--- config.mk ---
export PLATFORM = sky130hd
export DESIGN_NAME = utf8_byte_decoder_top_flat
export DESIGN_NICKNAME = d
export VERILOG_FILES = /design/src/hw/rtl/utf8bd_pkg.sv /design/src/hw/rtl/utf8bd_if.sv /design/src/hw/rtl/utf8_byte_decoder_top.sv /design/src/hw/rtl/utf8bd_step.sv /design/src/flat_wrapper.sv
export VERILOG_INCLUDE_DIRS = /design/src /design/src/hw/rtl
export SDC_FILE = /design/constraint.sdc
export NUM_CORES = 1
export LEC_CHECK = 0
export BUFFER_PORTS_ARGS = -buffer_cell sky130_fd_sc_hd__buf_2
export CAP_MARGIN = 10
export CELL_PAD_IN_SITES_DETAIL_PLACEMENT = 1
export CELL_PAD_IN_SITES_GLOBAL_PLACEMENT = 1
export CORE_MARGIN = 2
export CORE_UTILIZATION = 35
export DETAILED_ROUTE_END_ITERATION = 8
export HOLD_SLACK_MARGIN = 0.15
export PLACE_DENSITY_LB_ADDON = 0.1
export SETUP_SLACK_MARGIN = 0.3
export SYNTH_ARGS = -nofsm -noshare
export SYNTH_HDL_FRONTEND = slang
export SYNTH_SLANG_ARGS = --single-unit
--- constraint.sdc ---
create_clock -name clock -period 3.55 [get_ports clock]
set_input_delay 0.5325 -clock clock [delete_from_list [all_inputs] [get_ports clock]]
set_output_delay 0.5325 -clock clock [all_outputs]
set_load 0.03 [all_outputs]
--- src/hw/rtl/utf8_byte_decoder_top_defines.svh ---
// ----------------------------------------------------------------------------
// UTF-8 byte decoder assertion macros
// Concurrent assertion helpers; empty when building for synthesis.
// ----------------------------------------------------------------------------
`ifndef UTF8_BYTE_DECODER_TOP_DEFINES_SVH
`define UTF8_BYTE_DECODER_TOP_DEFINES_SVH

`ifndef SYNTHESIS

// Antecedent implies consequent in the same cycle
`define UTF8BD_ASSERT_NOW(label, clk, rst, ante, cons) \
   label: assert property (@(posedge clk) disable iff (rst) (ante) |-> (cons)) \
      else $error("utf8bd assertion failed");

// Antecedent implies consequent in the next cycle
`define UTF8BD_ASSERT_NEXT(label, clk, rst, ante, cons) \
   label: assert property (@(posedge clk) disable iff (rst) (ante) |=> (cons)) \
      else $error("utf8bd assertion failed");

`else

`define UTF8BD_ASSERT_NOW(label, clk, rst, ante, cons)
`define UTF8BD_ASSERT_NEXT(label, clk, rst, ante, cons)

`endif

`endif

--- src/hw/rtl/utf8bd_pkg.sv ---
// ----------------------------------------------------------------------------
// UTF-8 byte decoder package
// Widths, state and class codes, byte classifier and transition table.
// ----------------------------------------------------------------------------
package utf8bd_pkg;

   localparam int BYTE_W   = 8;
   localparam int POINT_W  = 21;
   localparam int STATUS_W = 2;
   localparam int STATE_W  = 4;
   localparam int CLASS_W  = 4;
   localparam int CONT_W   = 6;

   // Automaton states; codes 9..15 are unused and act as reject
   typedef enum logic [STATE_W-1:0] {
      ST_ACCEPT  = 4'd0,
      ST_REJECT  = 4'd1,
      ST_NEED1   = 4'd2,
      ST_NEED2   = 4'd3,
      ST_AFTER_E0 = 4'd4,
      ST_AFTER_ED = 4'd5,
      ST_AFTER_F0 = 4'd6,
      ST_AFTER_F1 = 4'd7,
      ST_AFTER_F4 = 4'd8
   } state_type;

   // Byte classes
   typedef enum logic [CLASS_W-1:0] {
      CLS_ASCII    = 4'd0,
      CLS_CONT_LO  = 4'd1,
      CLS_LEAD2    = 4'd2,
      CLS_LEAD3    = 4'd3,
      CLS_ED       = 4'd4,
      CLS_F4       = 4'd5,
      CLS_LEAD4    = 4'd6,
      CLS_CONT_HI  = 4'd7,
      CLS_BAD      = 4'd8,
      CLS_CONT_MID = 4'd9,
      CLS_E0       = 4'd10,
      CLS_F0       = 4'd11
   } class_type;

   typedef enum logic [STATUS_W-1:0] {
      STAT_COMPLETE = 2'd0,
      STAT_PENDING  = 2'd1,
      STAT_REJECT   = 2'd2
   } status_type;

   // Result of one decode step
   typedef struct packed {
      state_type          state;
      status_type         status;
      logic [POINT_W-1:0] accum;
   } step_type;

   function automatic class_type byte_class(input logic [BYTE_W-1:0] b);
      class_type cls;
      if (b inside {[8'h00:8'h7F]})      cls = CLS_ASCII;
      else if (b inside {[8'h80:8'h8F]}) cls = CLS_CONT_LO;
      else if (b inside {[8'h90:8'h9F]}) cls = CLS_CONT_MID;
      else if (b inside {[8'hA0:8'hBF]}) cls = CLS_CONT_HI;
      else if (b inside {[8'hC0:8'hC1]}) cls = CLS_BAD;
      else if (b inside {[8'hC2:8'hDF]}) cls = CLS_LEAD2;
      else if (b == 8'hE0)               cls = CLS_E0;
      else if (b == 8'hED)               cls = CLS_ED;
      else if (b inside {[8'hE1:8'hEF]}) cls = CLS_LEAD3;
      else if (b == 8'hF0)               cls = CLS_F0;
      else if (b inside {[8'hF1:8'hF3]}) cls = CLS_LEAD4;
      else if (b == 8'hF4)               cls = CLS_F4;
      else                               cls = CLS_BAD;
      return cls;
   endfunction

   function automatic state_type next_state(input state_type st, input class_type cls);
      state_type nxt;
      nxt = ST_REJECT;
      case (st)
         ST_ACCEPT: begin
            case (cls)
               CLS_ASCII: nxt = ST_ACCEPT;
               CLS_LEAD2: nxt = ST_NEED1;
               CLS_LEAD3: nxt = ST_NEED2;
               CLS_ED:    nxt = ST_AFTER_ED;
               CLS_F4:    nxt = ST_AFTER_F4;
               CLS_LEAD4: nxt = ST_AFTER_F1;
               CLS_E0:    nxt = ST_AFTER_E0;
               CLS_F0:    nxt = ST_AFTER_F0;
               default:   nxt = ST_REJECT;
            endcase
         end
         ST_NEED1: begin
            if (cls inside {CLS_CONT_LO, CLS_CONT_MID, CLS_CONT_HI}) nxt = ST_ACCEPT;
         end
         ST_NEED2: begin
            if (cls inside {CLS_CONT_LO, CLS_CONT_MID, CLS_CONT_HI}) nxt = ST_NEED1;
         end
         ST_AFTER_E0: begin
            if (cls == CLS_CONT_HI) nxt = ST_NEED1;
         end
         ST_AFTER_ED: begin
            if (cls inside {CLS_CONT_LO, CLS_CONT_MID}) nxt = ST_NEED1;
         end
         ST_AFTER_F0: begin
            if (cls inside {CLS_CONT_MID, CLS_CONT_HI}) nxt = ST_NEED2;
         end
         ST_AFTER_F1: begin
            if (cls inside {CLS_CONT_LO, CLS_CONT_MID, CLS_CONT_HI}) nxt = ST_NEED2;
         end
         ST_AFTER_F4: begin
            if (cls == CLS_CONT_LO) nxt = ST_NEED2;
         end
         default: nxt = ST_REJECT;
      endcase
      return nxt;
   endfunction

endpackage

--- src/hw/rtl/utf8bd_if.sv ---
// ----------------------------------------------------------------------------
// UTF-8 byte decoder channels
// Valid/ready request and response interfaces with source and sink views.
// ----------------------------------------------------------------------------
interface utf8bd_req_if;
   logic                         valid;
   logic                         ready;
   logic [utf8bd_pkg::BYTE_W-1:0] in_byte;

   modport source (output valid, output in_byte, input ready);
   modport sink   (input valid, input in_byte, output ready);
endinterface

interface utf8bd_rsp_if;
   logic                           valid;
   logic                           ready;
   logic [utf8bd_pkg::STATUS_W-1:0] status;
   logic [utf8bd_pkg::POINT_W-1:0]  code_point;

   modport source (output valid, output status, output code_point, input ready);
   modport sink   (input valid, input status, input code_point, output ready);
endinterface

--- src/hw/rtl/utf8_byte_decoder_top.sv ---
// ----------------------------------------------------------------------------
// UTF-8 byte decoder top level
// Validating UTF-8 decoder, one byte per request, one response per byte.
// ----------------------------------------------------------------------------
// Usage:
//   req_chan carries one raw stream byte per request (in_byte). rsp_chan
//   returns, per byte, a status (0 complete, 1 pending, 2 rejected) and the
//   code point accumulated so far, valid as a scalar when status is complete.
//   Both channels are valid/ready; a request is taken when valid and ready
//   are high at a rising clock edge.
// Timing:
//   A request is registered, decoded combinationally and its response is
//   registered. Throughput is 1 byte per cycle while rsp_chan.ready is
//   high; the automaton state register updates as each byte moves to the
//   response register, so consecutive bytes follow back to back.
// Reset:
//   Synchronous reset empties both registers, puts the automaton in the
//   accept state and clears the accumulator. A rejected stream stays
//   rejected until reset.
// Stall:
//   When rsp_chan.ready is low the response holds; one more request can be
//   taken into the input register before req_chan.ready drops.
// ----------------------------------------------------------------------------
`include "utf8_byte_decoder_top_defines.svh"

module utf8_byte_decoder_top (
   input logic          clock,
   input logic          reset,
   utf8bd_req_if.sink   req_chan,
   utf8bd_rsp_if.source rsp_chan
);
   import utf8bd_pkg::*;

   logic               req_valid_ff, req_valid_in;
   logic [BYTE_W-1:0]  req_byte_ff;
   logic               rsp_valid_ff, rsp_valid_in;
   status_type         rsp_status_ff;
   logic [POINT_W-1:0] rsp_point_ff;
   state_type          state_ff;
   logic [POINT_W-1:0] accum_ff;
   logic               advance;
   logic               req_take;
   step_type           step;

   // Move the staged byte forward when the response slot frees up
   assign advance            = req_valid_ff && (!rsp_valid_ff || rsp_chan.ready);
   assign req_chan.ready     = !req_valid_ff || advance;
   assign req_take           = req_chan.valid && req_chan.ready;

   assign rsp_chan.valid      = rsp_valid_ff;
   assign rsp_chan.status     = rsp_status_ff;
   assign rsp_chan.code_point = rsp_point_ff;

   utf8bd_step u_step (
      .in_byte (req_byte_ff),
      .state   (state_ff),
      .accum   (accum_ff),
      .step    (step)
   );

   // Next occupancy of both registers
   always_comb begin
      if (req_take) begin
         req_valid_in = 1'b1;
      end else if (advance) begin
         req_valid_in = 1'b0;
      end else begin
         req_valid_in = req_valid_ff;
      end
      if (advance) begin
         rsp_valid_in = 1'b1;
      end else if (rsp_chan.ready) begin
         rsp_valid_in = 1'b0;
      end else begin
         rsp_valid_in = rsp_valid_ff;
      end
   end

   // Control state
   always_ff @(posedge clock) begin
      if (reset) begin
         req_valid_ff <= 1'b0;
         rsp_valid_ff <= 1'b0;
         state_ff     <= ST_ACCEPT;
         accum_ff     <= '0;
      end else begin
         req_valid_ff <= req_valid_in;
         rsp_valid_ff <= rsp_valid_in;
         if (advance) begin
            state_ff <= step.state;
            accum_ff <= step.accum;
         end
      end
   end

   // Payload registers
   always_ff @(posedge clock) begin
      if (req_take) begin
         req_byte_ff <= req_chan.in_byte;
      end
      if (advance) begin
         rsp_status_ff <= step.status;
         rsp_point_ff  <= step.accum;
      end
   end

   // Reject is absorbing
   `UTF8BD_ASSERT_NEXT(a_reject_sticky, clock, reset, state_ff == ST_REJECT, state_ff == ST_REJECT)
   // A rejected response implies the automaton sits in reject
   `UTF8BD_ASSERT_NOW(a_reject_state, clock, reset,
      rsp_valid_ff && rsp_status_ff == STAT_REJECT, state_ff == ST_REJECT)
   // A complete code point is a valid scalar value
   `UTF8BD_ASSERT_NOW(a_scalar_range, clock, reset,
      rsp_valid_ff && rsp_status_ff == STAT_COMPLETE,
      rsp_point_ff <= 21'h10FFFF && (rsp_point_ff < 21'h00D800 || rsp_point_ff > 21'h00DFFF))
   // A staged byte that cannot move stays staged
   `UTF8BD_ASSERT_NEXT(a_stage_hold, clock, reset, req_valid_ff && !advance, req_valid_ff)

endmodule

--- src/hw/rtl/utf8bd_step.sv ---
// ----------------------------------------------------------------------------
// UTF-8 decode step
// Classifies one byte, steps the automaton and updates the accumulator.
// ----------------------------------------------------------------------------
module utf8bd_step (
   input  logic [utf8bd_pkg::BYTE_W-1:0]  in_byte,
   input  utf8bd_pkg::state_type          state,
   input  logic [utf8bd_pkg::POINT_W-1:0] accum,
   output utf8bd_pkg::step_type           step
);
   import utf8bd_pkg::*;

   class_type         cls;
   logic [BYTE_W-1:0] lead_mask;

   // Classify and mask a lead byte by its class
   assign cls       = byte_class(in_byte);
   assign lead_mask = 8'hFF >> cls;

   // Compute next state, accumulator and status
   always_comb begin
      if (state == ST_ACCEPT) begin
         step.accum = {{(POINT_W-BYTE_W){1'b0}}, lead_mask & in_byte};
      end else begin
         step.accum = {accum[POINT_W-CONT_W-1:0], in_byte[CONT_W-1:0]};
      end
      step.state = next_state(state, cls);
      case (step.state)
         ST_ACCEPT: step.status = STAT_COMPLETE;
         ST_REJECT: step.status = STAT_REJECT;
         default:   step.status = STAT_PENDING;
      endcase
   end

endmodule

--- src/flat_wrapper.sv ---
// flat-port wrapper written by rule: the top's interface ports become plain ports
module utf8_byte_decoder_top_flat import utf8bd_pkg::*;
  (clock, reset, req_chan_valid, req_chan_in_byte, req_chan_ready, rsp_chan_valid, rsp_chan_status, rsp_chan_code_point, rsp_chan_ready);
  utf8bd_req_if req_chan_i ();
  utf8bd_rsp_if rsp_chan_i ();
  input logic clock;
  input logic reset;
  input wire logic [$bits(req_chan_i.valid)-1:0] req_chan_valid;
  input wire logic [$bits(req_chan_i.in_byte)-1:0] req_chan_in_byte;
  output wire logic [$bits(req_chan_i.ready)-1:0] req_chan_ready;
  output wire logic [$bits(rsp_chan_i.valid)-1:0] rsp_chan_valid;
  output wire logic [$bits(rsp_chan_i.status)-1:0] rsp_chan_status;
  output wire logic [$bits(rsp_chan_i.code_point)-1:0] rsp_chan_code_point;
  input wire logic [$bits(rsp_chan_i.ready)-1:0] rsp_chan_ready;
  assign req_chan_i.valid = req_chan_valid;
  assign req_chan_i.in_byte = req_chan_in_byte;
  assign req_chan_ready = req_chan_i.ready;
  assign rsp_chan_valid = rsp_chan_i.valid;
  assign rsp_chan_status = rsp_chan_i.status;
  assign rsp_chan_code_point = rsp_chan_i.code_point;
  assign rsp_chan_i.ready = rsp_chan_ready;
  utf8_byte_decoder_top u_core (.clock(clock), .reset(reset), .req_chan(req_chan_i), .rsp_chan(rsp_chan_i));
endmodule
Word level (Yosys, flattened, before mapping)

Memories as Yosys holds them, arrays and structs flattened.
Index checks and enable logic that the tools add are counted.
Widths: inputs -> output; s select.

Bits in registers: 52
Memory bits (read-only): 64
Input bits: 12
Output and inout port bits: 25
Word-level logic and storage cells: 88
Memories: 1

$lt $le $gt $ge: 16
Equal/unequal tests: 15
Shift-type cells: 1
Mux-type cells: 26
Bitwise operators: 1
Reductions and logical operators: 21

Memories:

| name            | depth | bits a word | read ports | clocked after Yosys merged registers in | write ports | line             | source |
|---|---|---|---|---|---|---|---|
| (no name shown) | 16    | 4           | 1          | 0                                       | 0           | utf8bd_pkg.sv:79 | `case (cls)` |

Operators by type and width:

| operator            | number |
|---|---|
| $ge 8x8->1 const B  | 7 |
| $le 8x8->1 const B  | 7 |
| $mux 4              | 12 |
| $eq 8x8->1 const B  | 4 |
| $pmux 4 s8          | 1 |
| $mux 21             | 1 |
| $eq 4x3->1 const B  | 5 |
| $mux 2              | 6 |
| $logic_and 1x1->1   | 10 |
| $and 8x8->8         | 1 |
| $eq 4x1->1 const B  | 2 |
| $eq 4x2->1 const B  | 2 |
| $eq 4x4->1 const B  | 2 |
| $ge 8x1->1 const B  | 1 |
| $le 8x7->1 const B  | 1 |
| $logic_not 4->1     | 2 |
| $reduce_bool 2->1   | 4 |
| $shr 8x4->8 const A | 1 |
| $mux 1              | 5 |
| $pmux 2 s2          | 1 |
| $reduce_bool 3->1   | 1 |
| $logic_not 1->1     | 2 |
| $logic_or 1x1->1    | 2 |

Depth between registers and ports, before layout

Depth after elaboration: 19
Mapped depth: 8
Gate-level depth less buffers: 6

Modules after synthesis

A second synthesis with hierarchy kept.

Cells, all modules: 265
Area total of the unflattened synthesis: 2871.5 µm²

By module, submodules not included:

| module                | times used | cells an instance | area an instance (µm²) | sequential area each (µm²) |
|---|---|---|---|---|
| utf8_byte_decoder_top | 1          | 149               | 2134.5                 | 1471.4 |
| utf8bd_step           | 1          | 116               | 737.0                  | 0.0 |

Worst setup path after synthesis

No wires, ideal clock.

Kind: reg-to-reg
Start point: register u_core.req_byte_ff[1]
End point: register u_core.rsp_status_ff[1] (netlist: u_core.rsp_chan.status[1]), data pin
Library setup time: 0.268 ns
Arrival time: 2.049 ns
Required time: 3.282 ns
Slack: 1.233 ns
Cell stages (with the launch flop): 8
Buffers on the path: 1
Clock period less this slack: 2.317 ns
Cell sequence: edfxtp_1 > or4_4 > a31o_1 > or2_1 > buf_6 > mux2_4 > o2111ai_2 > a211oi_1

RTL lines:

| what                   | line                         | source |
|---|---|---|
| from (decl)            | utf8_byte_decoder_top.sv:35  | `logic [BYTE_W-1:0] req_byte_ff;` |
| from (signal assigned) | utf8_byte_decoder_top.sv:99  | `req_byte_ff <= req_chan.in_byte;` |
| to (signal assigned)   | utf8_byte_decoder_top.sv:102 | `rsp_status_ff <= step.status;` |
| to (decl)              | utf8_byte_decoder_top.sv:37  | `status_type rsp_status_ff;` |

==> qor.txt <==
=====================================================================================
Run status                                                               complete, no violations
FF/Latch Area                                                                1350 µm²
Relative area change from synthesis to final layout                             12.9%
Cell with the largest stage delay on the worst path                      sky130_fd_sc_hd__or4_1
Count of routing violations after the opening detailed-route iteration             51
Commonest non-fill, non-tap cell in the layout                           sky130_fd_sc_hd__buf_2
Cell family with most CP delay                                           simple AND/OR/NAND/NOR gates
Number of clock sinks                                                              52
Post-synth cell types                                                              51
Final worst path period need                                                  2.52 ns
Proportion of layout cells with a drive suffix above 1                          22.4%
Maximum ir drop on the vdd rail                                              0.207 mV
Cell count along the critical path                                                  6
Max Clock Skew                                                              0.0114 ns
Setup Buffers After CTS                                                             0
Pwr per Cell Area                                                          453 nW/µm²
Post-route fraction of the period consumed by the critical path                 70.9%
Destination of the worst register-to-register timing path                u_core.rsp_chan.status[0]
Count of buffers inserted at the top-level ports                                   36
Buffer levels on the longest clock path                                             2
Fin nets                                                                          266
Avg WL per Cell                                                               15.6 µm
First-pass GRT wire length                                                    8600 µm
DR vias                                                                         1,732
Boundary pin count                                                                 37
Drt total wl                                                                  5230 µm
Multi-input gate area                                                         956 µm²
Top library cells by usage in the layout, fill and taps aside            36 x sky130_fd_sc_hd__buf_2, 34 x sky130_fd_sc_hd__nand2_1, 31 x sky130_fd_sc_hd__edfxtp_1, 21 x sky130_fd_sc_hd__dfxtp_1, 19 x sky130_fd_sc_hd__a21oi_1
Average cell area after synthesis                                            10.6 µm²
Setup repair after global routing missed its margin                                no
Maximum number of pins on one net before global-route repair                       25
Net Count, Synth                                                                  237
Sequence of cells on the critical path                                   or4_1, nand3b_1, and4b_1, mux2_4, o2111ai_2, or2_1
Critical path endpoint                                                   u_core.rsp_chan.status[0]
PostCTS Resize Cnt                                                                  0
CTS root buf                                                             sky130_fd_sc_hd__clkbuf_8
Starting Density                                                                35.6%
Worst slew margin relative to its limit                                         40.4%
Final-layout setup total negative slack                                          0 ns
Number of detailed-route iterations in the first pass                               4
Total standard cell area after synthesis                                     2390 µm²
Slack of the worst reg-to-reg path                                            1.03 ns
Cell Rows                                                                          30
Avg Vias per Cell                                                                5.17
Count of hold buffers inserted by post-cts repair                                   0
Setup crit start kind                                                       flip-flop
Synthesized flop and latch total                                                   52
Leakage component of the power                                                1.00 nW
Worst min-delay path category                                               in -> reg
Yosys top cell area share                                                       38.9%
Commonest register cell after synthesis                                  sky130_fd_sc_hd__edfxtp_1
Share of the core filled with cells                                             40.2%
Total count of hold-check failures in the final report                              0
Worst flop-to-flop path startpoint                                       u_core.req_byte_ff[0]
Die ar.                                                                      7520 µm²
CP Capture Type                                                             flip-flop
Placeable core region                                                        6720 µm²
Final HPWL DP                                                                 3630 µm
Required @ worst endpoint                                                     3.63 ns
Count of inserted antenna diode cells                                               0
Antenna violations before repair                                                    0
Warnings from Yosys                                                                 0
Post-detailed-route count of antenna-violating nets                                 0
Fraction of registers with async set/reset                                         0%
Maximum Capacitance Violations                                                      0
Synth area leaders                                                       sky130_fd_sc_hd__edfxtp_1 39%, sky130_fd_sc_hd__dfxtp_1 18%, sky130_fd_sc_hd__nand2_1 5.3%, sky130_fd_sc_hd__and2_1 4.7%, sky130_fd_sc_hd__a21oi_1 4.0%
TritonCTS clock tree                                                              yes
Critical path arrival                                                         2.60 ns
Number of setup violations in the final report                                      0
Overflow left after global routing                                                  0
Number of H-tree levels                                                             2
Launching element of the worst setup path                                u_core.req_byte_ff[0]
Final estimated routing congestion in global placement                          0.861
Biggest area consumer among synthesized cells                            sky130_fd_sc_hd__edfxtp_1
Slew at the pin closest to its max-slew limit                                0.886 ns
Die span in y                                                                 86.7 µm
Maximum fanout count along the critical path                                       11
FILL cells                                                                        754
Slew Limit Fails                                                                    0
Critical path class                                                        reg -> reg
Crit path largest cell delay                                                  0.58 ns
Clock slew at reported path FFs                                               0.10 ns
Crit path buffers/inverters                                                         0
Max Freq                                                                      397 MHz
Chip width                                                                    86.7 µm
Total Routing Usage GR                                                          14.9%
Post-synth EDFFs                                                                   31
Sequential area share after synthesis                                           56.4%
Clock latency on the worst-skew pair                                          0.32 ns
Cell count after synthesis                                                        225
Number of buffers inserted during clock tree synthesis                              5
Vias in the first global route                                                  1,724
DRC errors left                                                                     0
Worst reg2reg path depth                                                            6
=====================================================================================
worst reg2reg max path, stage by stage (launching register included):
cell                        delay, ns
sky130_fd_sc_hd__edfxtp_1        0.50
sky130_fd_sc_hd__or4_1           0.58
sky130_fd_sc_hd__nand3b_1        0.12
sky130_fd_sc_hd__and4b_1         0.48
sky130_fd_sc_hd__mux2_4          0.24
sky130_fd_sc_hd__o2111ai_2       0.13
sky130_fd_sc_hd__or2_1           0.23
cells in the mapped netlist (all sizes together) (2+ instances only):
| cell | instances |
|---|---|
| nand3 | 2 |
| or2 | 2 |
| and3 | 2 |
| buf | 5 |
| inv | 2 |
| a21oi | 19 |
| a211oi | 4 |
| nand2b | 2 |
| mux2i | 3 |
| or4 | 3 |
| o21a | 5 |
| and3b | 2 |
| nand4 | 3 |
| or3 | 2 |
| nor2b | 5 |
| dfxtp | 21 |
| nand2 | 34 |
| and2 | 19 |
| nor2 | 11 |
| o21ai | 10 |
| and4b | 2 |
| clkbuf | 11 |
| edfxtp | 31 |
| o211ai | 6 |
| nand3b | 2 |
sequential cells by signal, summed over array words and instances (netlist names):
register                    count
u_core.accum_ff                15
u_core.req_byte_ff              8
u_core.req_valid_ff             1
u_core.rsp_chan.code_point     21
u_core.rsp_chan.status          2
u_core.rsp_chan.valid           1
u_core.state_ff                 4
cell type report:
| cell class | instances | share of cell area [%] |
|---|---|---|
| clock buffers | 5 | 2.55 |
| clock inverters | 3 | 0.925 |
| inverters | 2 | 0.278 |
| multi-input cells | 155 | 35.4 |
| flip-flops and latches | 52 | 50.0 |
| well taps | 80 | 3.70 |
| repair buffers | 38 | 7.22 |
logic make-up (layout without fill, tap and decap cells):
group	after synthesis	after routing	synth area share, %
mux	4	4	1.88
buf+inv	18	48	3.66
simple gates	95	95	21.7
flops	52	52	56.4
compound gates	56	56	16.3
stage by stage:
step | worst slack [ns] | std cells | hold WS [ns] | instance area, µm² | power, mW
floorplan | 1.23 | 225 | 0.432 | 2390 | 0.830
global placement | 1.10 | 327 | 0.437 | 2610 | 0.873
detailed placement | 1.03 | 327 | 0.444 | 2610 | 0.875
CTS | 1.03 | 335 | 0.376 | 2700 | 1.24
global route | 0.886 | 335 | 0.375 | 2700 | 1.28
finish | 1.03 | 335 | 0.388 | 2700 | 1.22
routing by layer:
metal / GRT usage (%) / share of wire [%] / up-vias
met4: 4.69 / 0.82 / 0
met2: 24.6 / 48 / 34
li1: - / - / 872
met3: 3.33 / 3.5 / 4
met1: 19.4 / 48 / 822
met5: 0 / 0 / -
where the power goes:
part	total, mW	switching (mW)	internal, mW
clock network	0.365	0.221	0.145
registers	0.691	0.0212	0.669
logic	0.167	0.111	0.0558
worst min path at each step:
stage / depth (start not counted) / startpoint / to
final: 1 / req_chan_in_byte[7] / u_core.req_byte_ff[7]
after global routing: 1 / req_chan_in_byte[4] / u_core.req_byte_ff[4]
after CTS: 1 / req_chan_in_byte[7] / u_core.req_byte_ff[7]
after detailed placement: 2 / u_core.accum_ff[7] / u_core.accum_ff[7]
after global placement: 2 / u_core.accum_ff[10] / u_core.accum_ff[10]
after floorplan: 2 / u_core.accum_ff[10] / u_core.accum_ff[10]
Note: power is estimated with default switching activity, not from simulation.
